## src/design/dsl_pkg.sv

```systemverilog
// Shared types and constants for the scatter list builder.
`default_nettype none

package dsl_pkg;

  // Fixed field widths.
  localparam int ADDR_W   = 64;
  localparam int DEV_W    = 32;
  localparam int LEN_W    = 13;
  localparam int SEC_W    = 24;
  localparam int IDX_W    = 10;
  localparam int CNT_W    = 11;
  localparam int CFG_W    = 32;
  localparam int REG_IDX_W = 2;

  // Limits of the list and page geometry.
  localparam logic [LEN_W-1:0] PAGE_BYTES    = 13'd4096;
  localparam logic [CNT_W-1:0] MAX_ENTRIES   = 11'd1024;
  localparam logic [SEC_W-1:0] MIN_SECTION   = 24'd128;

  // Register reset values.
  localparam logic [SEC_W-1:0] SECTION_RESET  = 24'd4096;
  localparam logic [DEV_W-1:0] LOCAL_RESET    = 32'd0;
  localparam logic             TO_HOST_RESET  = 1'b1;
  localparam logic [CNT_W-1:0] CAPACITY_RESET = 11'd1024;

  // Register indexes on the configuration port.
  localparam logic [REG_IDX_W-1:0] REG_SECTION_LENGTH = 2'd0;
  localparam logic [REG_IDX_W-1:0] REG_LOCAL_ADDRESS  = 2'd1;
  localparam logic [REG_IDX_W-1:0] REG_TO_HOST        = 2'd2;
  localparam logic [REG_IDX_W-1:0] REG_ENTRY_CAPACITY = 2'd3;

  // One input beat: a data page.
  typedef struct packed {
    logic [ADDR_W-1:0] page_address;
    logic [LEN_W-1:0]  page_bytes;
    logic              last_page;
  } in_item_t;

  // One result beat: a descriptor or an error marker.
  typedef struct packed {
    logic [IDX_W-1:0]  entry_index;
    logic [ADDR_W-1:0] bus_address;
    logic [DEV_W-1:0]  device_address;
    logic [LEN_W-1:0]  byte_count;
    logic              direction_in;
    logic              term_interrupt;
    logic [IDX_W-1:0]  next_index;
    logic              end_of_chain;
    logic              overflow_error;
    logic              last;
  } out_item_t;

  // Clamped configuration handed to the sequencer.
  typedef struct packed {
    logic [SEC_W-1:0] section;
    logic [DEV_W-1:0] local_address;
    logic             to_host;
    logic [CNT_W-1:0] capacity;
  } cfg_t;

  // Result of one pass through the piece unit.
  typedef struct packed {
    logic             closes_section;
    logic [LEN_W-1:0] piece;
    logic [LEN_W-1:0] len_left;
    logic [SEC_W-1:0] rem_next;
  } cut_t;

endpackage

`default_nettype wire

```

## src/design/dsl_piece_alu.sv

```systemverilog
// Shared compare and subtract unit that cuts one piece off a page.
`default_nettype none

module dsl_piece_alu (
  input  wire logic [dsl_pkg::LEN_W-1:0] len,
  input  wire logic [dsl_pkg::SEC_W-1:0] rem,
  input  wire logic [dsl_pkg::SEC_W-1:0] section,
  output dsl_pkg::cut_t                  cut
);

  logic [dsl_pkg::SEC_W:0] diff;
  logic                    ge;

  // One subtractor serves both the compare and the new remainders.
  assign diff = {{(dsl_pkg::SEC_W - dsl_pkg::LEN_W + 1){1'b0}}, len} - {1'b0, rem};
  assign ge   = ~diff[dsl_pkg::SEC_W];

  // When the page reaches the section end, rem is at most the page length.
  always_comb begin
    cut.closes_section = ge;
    if (ge) begin
      cut.piece    = rem[dsl_pkg::LEN_W-1:0];
      cut.len_left = diff[dsl_pkg::LEN_W-1:0];
      cut.rem_next = section;
    end else begin
      cut.piece    = len;
      cut.len_left = '0;
      cut.rem_next = ~diff[dsl_pkg::SEC_W-1:0] + 1'b1;
    end
  end

endmodule

`default_nettype wire

```

## src/design/dsl_ctrl.sv

```systemverilog
// Sequencer that walks one page through the piece unit and fills the result register.
`default_nettype none

module dsl_ctrl (
  input  wire logic              clk,
  input  wire logic              rst_n,
  input  wire dsl_pkg::cfg_t     cfg,
  input  wire logic              in_valid,
  output logic                   in_stall,
  input  wire dsl_pkg::in_item_t in_data,
  output logic                   out_valid,
  input  wire logic              out_stall,
  output dsl_pkg::out_item_t     out_data
);

  typedef enum logic [0:0] {ST_IDLE, ST_CUT} state_t;

  state_t                      state_r, state_nxt;
  logic [dsl_pkg::ADDR_W-1:0]  addr_r, addr_nxt;
  logic [dsl_pkg::LEN_W-1:0]   len_r, len_nxt;
  logic [dsl_pkg::LEN_W-1:0]   off_r, off_nxt;
  logic                        lastp_r, lastp_nxt;
  logic [dsl_pkg::SEC_W-1:0]   rem_r, rem_nxt;
  logic [dsl_pkg::CNT_W-1:0]   cnt_r, cnt_nxt;
  logic                        aborted_r, aborted_nxt;
  logic                        out_valid_r, out_valid_nxt;
  dsl_pkg::out_item_t          out_data_r, out_data_nxt;

  dsl_pkg::cut_t               cut;
  logic [dsl_pkg::LEN_W-1:0]   in_len;
  logic [dsl_pkg::CNT_W-1:0]   cnt_inc;
  logic                        slot_free;
  logic                        chain_end;

  dsl_piece_alu u_alu (
    .len     (len_r),
    .rem     (rem_r),
    .section (cfg.section),
    .cut     (cut)
  );

  assign in_stall  = (state_r != ST_IDLE);
  assign out_valid = out_valid_r;
  assign out_data  = out_data_r;

  // Oversized pages are cut down to the page size.
  assign in_len = (in_data.page_bytes > dsl_pkg::PAGE_BYTES) ? dsl_pkg::PAGE_BYTES
                                                             : in_data.page_bytes;

  assign slot_free = ~out_valid_r | ~out_stall;
  assign cnt_inc   = cnt_r + 1'b1;
  assign chain_end = lastp_r & (cut.len_left == '0);

  always_comb begin
    state_nxt     = state_r;
    addr_nxt      = addr_r;
    len_nxt       = len_r;
    off_nxt       = off_r;
    lastp_nxt     = lastp_r;
    rem_nxt       = rem_r;
    cnt_nxt       = cnt_r;
    aborted_nxt   = aborted_r;
    out_valid_nxt = out_valid_r & out_stall;
    out_data_nxt  = out_data_r;

    case (state_r)
      ST_IDLE: begin
        // Take a page; aborted transfers and empty pages finish at once.
        if (in_valid) begin
          addr_nxt  = in_data.page_address;
          len_nxt   = in_len;
          off_nxt   = '0;
          lastp_nxt = in_data.last_page;
          if (aborted_r) begin
            if (in_data.last_page) begin
              cnt_nxt     = '0;
              aborted_nxt = 1'b0;
              rem_nxt     = cfg.section;
            end
          end else begin
            if (cnt_r == '0) begin
              rem_nxt = cfg.section;
            end
            if (in_len == '0) begin
              if (in_data.last_page) begin
                cnt_nxt = '0;
                rem_nxt = cfg.section;
              end
            end else begin
              state_nxt = ST_CUT;
            end
          end
        end
      end

      ST_CUT: begin
        // One descriptor or error marker per cycle while the result register has room.
        if (slot_free) begin
          out_valid_nxt = 1'b1;
          if (cnt_r >= cfg.capacity) begin
            out_data_nxt                = '0;
            out_data_nxt.overflow_error = 1'b1;
            out_data_nxt.last           = 1'b1;
            state_nxt                   = ST_IDLE;
            if (lastp_r) begin
              cnt_nxt     = '0;
              aborted_nxt = 1'b0;
              rem_nxt     = cfg.section;
            end else begin
              aborted_nxt = 1'b1;
            end
          end else begin
            out_data_nxt.entry_index    = cnt_r[dsl_pkg::IDX_W-1:0];
            out_data_nxt.bus_address    = addr_r +
              {{(dsl_pkg::ADDR_W - dsl_pkg::LEN_W){1'b0}}, off_r};
            out_data_nxt.device_address = cfg.local_address;
            out_data_nxt.byte_count     = cut.piece;
            out_data_nxt.direction_in   = cfg.to_host;
            out_data_nxt.term_interrupt = cut.closes_section | chain_end;
            out_data_nxt.next_index     = (chain_end || cnt_inc >= cfg.capacity)
                                          ? '0 : cnt_inc[dsl_pkg::IDX_W-1:0];
            out_data_nxt.end_of_chain   = chain_end;
            out_data_nxt.overflow_error = 1'b0;
            out_data_nxt.last           = (cut.len_left == '0);
            len_nxt = cut.len_left;
            off_nxt = off_r + cut.piece;
            rem_nxt = cut.rem_next;
            cnt_nxt = cnt_inc;
            if (cut.len_left == '0) begin
              state_nxt = ST_IDLE;
              if (lastp_r) begin
                cnt_nxt = '0;
                rem_nxt = cfg.section;
              end
            end
          end
        end
      end

      default: begin
        state_nxt = ST_IDLE;
      end
    endcase
  end

  // State and result register.
  always_ff @(posedge clk) begin
    if (!rst_n) begin
      state_r     <= ST_IDLE;
      rem_r       <= dsl_pkg::SECTION_RESET;
      cnt_r       <= '0;
      aborted_r   <= 1'b0;
      out_valid_r <= 1'b0;
    end else begin
      state_r     <= state_nxt;
      rem_r       <= rem_nxt;
      cnt_r       <= cnt_nxt;
      aborted_r   <= aborted_nxt;
      out_valid_r <= out_valid_nxt;
    end
    addr_r     <= addr_nxt;
    len_r      <= len_nxt;
    off_r      <= off_nxt;
    lastp_r    <= lastp_nxt;
    out_data_r <= out_data_nxt;
  end

endmodule

`default_nettype wire

```

## src/design/dma_scatter_list_builder.sv

```systemverilog
// Top level of the scatter list builder: configuration registers and the sequencer.
//
//   Port group   Direction  Carries
//   in_*         input      one data page per beat (valid / stall)
//   out_*        output     one descriptor or error marker per beat (valid / stall)
//   cfg_*        input      register writes (enable, index, data)
//
// A page is taken while the sequencer is idle; each beat it yields (descriptor or error
// marker) is then cut by the shared compare and subtract unit, and no new page is taken
// before its last beat. An empty or dropped page finishes as it is taken. A held output
// stall freezes the cutting loop. Reset is synchronous and loads the register defaults.
`default_nettype none

module dma_scatter_list_builder (
  input  wire logic                             clk,
  input  wire logic                             rst_n,
  input  wire logic                             cfg_we,
  input  wire logic [dsl_pkg::REG_IDX_W-1:0]    cfg_index,
  input  wire logic [dsl_pkg::CFG_W-1:0]        cfg_data,
  input  wire logic                             in_valid,
  output logic                                  in_stall,
  input  wire dsl_pkg::in_item_t                in_data,
  output logic                                  out_valid,
  input  wire logic                             out_stall,
  output dsl_pkg::out_item_t                    out_data
);

  logic [dsl_pkg::SEC_W-1:0] section_r;
  logic [dsl_pkg::DEV_W-1:0] local_r;
  logic                      to_host_r;
  logic [dsl_pkg::CNT_W-1:0] capacity_r;
  dsl_pkg::cfg_t             cfg;

  // Register writes.
  always_ff @(posedge clk) begin
    if (!rst_n) begin
      section_r  <= dsl_pkg::SECTION_RESET;
      local_r    <= dsl_pkg::LOCAL_RESET;
      to_host_r  <= dsl_pkg::TO_HOST_RESET;
      capacity_r <= dsl_pkg::CAPACITY_RESET;
    end else if (cfg_we) begin
      case (cfg_index)
        dsl_pkg::REG_SECTION_LENGTH: section_r  <= cfg_data[dsl_pkg::SEC_W-1:0];
        dsl_pkg::REG_LOCAL_ADDRESS:  local_r    <= cfg_data[dsl_pkg::DEV_W-1:0];
        dsl_pkg::REG_TO_HOST:        to_host_r  <= cfg_data[0];
        dsl_pkg::REG_ENTRY_CAPACITY: capacity_r <= cfg_data[dsl_pkg::CNT_W-1:0];
        default: begin
        end
      endcase
    end
  end

  // Clamp the section length and the slot count to their legal ranges.
  always_comb begin
    cfg.section       = (section_r < dsl_pkg::MIN_SECTION) ? dsl_pkg::MIN_SECTION
                                                           : section_r;
    cfg.local_address = local_r;
    cfg.to_host       = to_host_r;
    if (capacity_r == '0) begin
      cfg.capacity = {{(dsl_pkg::CNT_W-1){1'b0}}, 1'b1};
    end else if (capacity_r > dsl_pkg::MAX_ENTRIES) begin
      cfg.capacity = dsl_pkg::MAX_ENTRIES;
    end else begin
      cfg.capacity = capacity_r;
    end
  end

  dsl_ctrl u_ctrl (
    .clk       (clk),
    .rst_n     (rst_n),
    .cfg       (cfg),
    .in_valid  (in_valid),
    .in_stall  (in_stall),
    .in_data   (in_data),
    .out_valid (out_valid),
    .out_stall (out_stall),
    .out_data  (out_data)
  );

endmodule

`default_nettype wire

```

## config.mk

```make
export PLATFORM = sky130hd
export DESIGN_NAME = dma_scatter_list_builder
export DESIGN_NICKNAME = d
export VERILOG_FILES = /design/src/design/dsl_pkg.sv /design/src/design/dsl_piece_alu.sv /design/src/design/dsl_ctrl.sv /design/src/design/dma_scatter_list_builder.sv
export SDC_FILE = /design/constraint.sdc
export NUM_CORES = 1
export LEC_CHECK = 0
export ABC_CLOCK_PERIOD_IN_PS = 12480
export BUFFER_PORTS_ARGS = -buffer_cell sky130_fd_sc_hd__buf_4
export CORE_UTILIZATION = 40
export DETAILED_ROUTE_END_ITERATION = 10
export PLACE_DENSITY_LB_ADDON = 0.05
export REMOVE_ABC_BUFFERS = 1
export SYNTH_ARGS = -nofsm -noshare
export SYNTH_HDL_FRONTEND = slang
export SYNTH_SLANG_ARGS = --single-unit
```

## constraint.sdc

```tcl
create_clock -name clk -period 12.48 [get_ports clk]
set_input_delay 1.248 -clock clk [delete_from_list [all_inputs] [get_ports clk]]
set_output_delay 1.248 -clock clk [all_outputs]
set_load 0.005 [all_outputs]
```

==> impl_metrics.tcl <==
set metrics [dict create \
    cp-end-kind "flip-flop" \
    drt-pass1-iter-count 5 \
    nNetsFinal 2016 \
    placementRows 73 \
    max_freq_mhz 165 \
    synth_common_cells "edfxtp_1 (225), nand2_1 (215), nor2_1 (133), a21oi_1 (124), dfxtp_1 (106)" \
    synth-async-reset-ratio 0 \
    synth_most_common_cell "edfxtp_1" \
    h-tree-depth 2 \
    slew_headroom 0.234 \
    yosysUniqueCellTypes 77 \
    synth.area.top_cells "edfxtp_1 (41%), dfxtp_1 (13%), nand2_1 (4.9%), ha_1 (4.9%), a21oi_1 (3.8%)" \
    drc_errors 0 \
    synth_flop_cell "edfxtp_1" \
    post_cts_buffers 0 \
    clockBufferDepth 3 \
    cts_hold_buf 0 \
    hold_class "reg2reg" \
    grt_max_degree 75 \
    totalWireLength_um 44100 \
    power.leakage_nw 7.85 \
    grt_overflow_total 0 \
    synth_cells 1604 \
    status "finished clean" \
    grt_use_total 0.212 \
    synth_fa_ha_area_frac 0.0524 \
    setup_viol 0 \
    die_x_um 205 \
    drt_iter0_drc 668 \
    fin_crit_sh 0.485 \
    dp_hpwl_um 31300 \
    critPathKind "reg2reg" \
    fin_crit_ps 6050 \
    final_antenna_net_count 0 \
    grt_setup_unrepaired "no" \
    finalMaxSlewViolations 0 \
    hold_viol 0 \
    cts_tree "built" \
    areaGrowthSynthToFinish_pct 22.7 \
    synth_top_family_by_area "simple AND/OR/NAND/NOR gates" \
    portBuffers 252 \
    tightest_slew_ps 1150 \
    pin_count 253 \
    critical_path_arrival_ps 6310 \
    antenna_found_initial 2 \
    yosys.area_share.xor_xnor 0.0533 \
    clk_pin_slew_ps 60 \
    via_per_inst 5.30 \
    clkLatencyLatePin_ps 550 \
    synth.cell_area_sq_um 16400 \
    start_util 0.410 \
    clockRootBuffer "clkbuf_16" \
    die_h_um 205 \
    yosysSeqAreaShare 0.540 \
    yosysTopAreaCell "edfxtp_1" \
    p_total_mw 3.56 \
    clock_sinks 331 \
    syn_avg_cell_area_sq_um 10.2 \
    setup-tns-final_ps 0 \
    crit_fanout 17 \
    yosys-mux-area-fraction 0.00563 \
    cts_buffers 38 \
    core_sq_um 40100 \
    grt_pass1_vias 12500 \
    place_congestion 0.843 \
    wl_per_cell_um 18.5 \
    cellPowerDensity_nw_per_um2 176 \
    cts_resized 0 \
    holdWs_ps 448 \
    synth.yosys.warnings 0 \
    vdd_ir_drop_max_v 0.0000850 \
    dieArea_sq_um 41900 \
    skew_ps 11.1 \
    drv_cap 0 \
    synth_top_area_share 0.411 \
    ys_ff_latch 331 \
    crit_path_start_kind "flip-flop" \
    vias 12600 \
    drive_gt1_frac 0.202 \
    crit_required_ps 12740 \
    synth_compound_area_frac 0.127 \
    synthSimpleGateAreaFrac 0.188 \
    grt_first_pass_wirelength_um 68700 \
    synth_edf_count 225 \
]
state kept, by name, indices dropped and copies added, names as in the netlist, 11 cells and up:
signal,flops
capacity_r,11
local_r,32
section_r,24
u_ctrl.addr_r,64
u_ctrl.cnt_r,11
u_ctrl.len_r,13
u_ctrl.off_r,13
u_ctrl.out_data,134
u_ctrl.rem_r,24
cell families after synthesis:
group | count (synthesis)
compound gates | 318
xor+xnor | 100
fa+ha+maj | 67
buf+inv | 143
flops | 331
mux | 9
simple gates | 636
per-layer routing:
layer,wire length [um],GRT usage,part of all wire,vias up
met2,20700,0.349,0.47,303
met3,2390,0.0366,0.054,62
met4,1240,0.0808,0.028,0
met5,0,0,0,-
li1,-,-,-,6249
met1,19700,0.276,0.45,6032
worst max-delay path, stage by stage (launching register included):
cell and delay (ps):
edfxtp_1 320, inv_1 50, ha_1 210, fa_1 400, nand2b_1 200, a211oi_2 400
o21a_1 300, o31ai_2 160, or4_1 810, buf_4 310, mux2i_1 350, inv_1 90
ha_1 270, a21o_1 180, a21oi_1 230, o21ai_0 110, a21oi_1 250, o21ai_0 130
a21oi_1 220, o21ai_0 170, o41ai_1 360, xnor2_1 160, nor2_1 50
final timing paths:
path / startpoint / end / slack, ps / cells past startpoint
min reg2reg: local_r[20]$_SDFFE_PN0P_ / local_r[20]$_SDFFE_PN0P_ / 450 / 2
min: local_r[20]$_SDFFE_PN0P_ / local_r[20]$_SDFFE_PN0P_ / 450 / 2
max: u_ctrl.len_r[0]$_DFFE_PP_ / u_ctrl.off_r[11]$_SDFFCE_PN0P_ / 6430 / 22
max reg2reg: u_ctrl.len_r[0]$_DFFE_PP_ / u_ctrl.off_r[11]$_SDFFCE_PN0P_ / 6430 / 22
layout by cell type, fill, tap and decap left out, types with 5 or more instances in the layout:
cell type / synthesis / layout
a211oi_1: 9 / 9
a21boi_0: 5 / 5
a21o_1: 8 / 8
a21oi_1: 124 / 124
a31o_2: 5 / 5
and2_1: 66 / 66
and3_1: 25 / 25
and4_1: 8 / 8
buf_4: 0 / 271
clkbuf_1: 70 / 6
clkbuf_16: 0 / 41
clkinv_1: 0 / 5
clkinv_2: 0 / 9
dfxtp_1: 106 / 106
edfxtp_1: 225 / 225
ha_1: 64 / 64
inv_1: 60 / 58
mux2i_1: 7 / 7
nand2_1: 215 / 215
nand2b_1: 6 / 6
nand3_1: 45 / 45
nand4_1: 33 / 33
nor2_1: 133 / 132
nor2b_1: 14 / 13
nor3_1: 42 / 41
nor4_1: 14 / 13
o2111ai_1: 6 / 6
o211ai_1: 7 / 7
o21a_1: 11 / 11
o21ai_0: 59 / 59
o221a_2: 16 / 16
o31ai_1: 9 / 8
or3_1: 7 / 7
or4_1: 5 / 5
xnor2_1: 37 / 37
xor2_1: 63 / 63
through the flow:
| stage | worst slack (ps) | cell area (sq um) | cells | util |
|---|---|---|---|---|
| finish | 6430 | 20200 | 2388 | 0.503 |
| CTS | 6430 | 20200 | 2386 | 0.503 |
| detailed placement | 6450 | 18900 | 2317 | 0.471 |
| global route | 6000 | 20200 | 2388 | 0.503 |
| floorplan | 2160 | 16100 | 1521 | - |
| global placement | 6610 | 18900 | 2317 | 0.471 |
layout make-up:
class                   instances  area (sq um)
diodes                          2          5.00
clock buffers                  49          1080
clock inverters                20           200
fillers                      3721         19900
inverters                      60           225
multi-input cells            1130          7090
flip-flops and latches        331          8880
well taps                     525           657
repair buffers                271          2030
power by group:
| group | internal [mW] | switching, mW |
|---|---|---|
| combinational | 0.404 | 0.613 |
| sequential | 1.33 | 0.0717 |
| clock | 0.691 | 0.445 |
| total | 2.43 | 1.13 |
No activity file was read; power rests on OpenSTA's default activity.
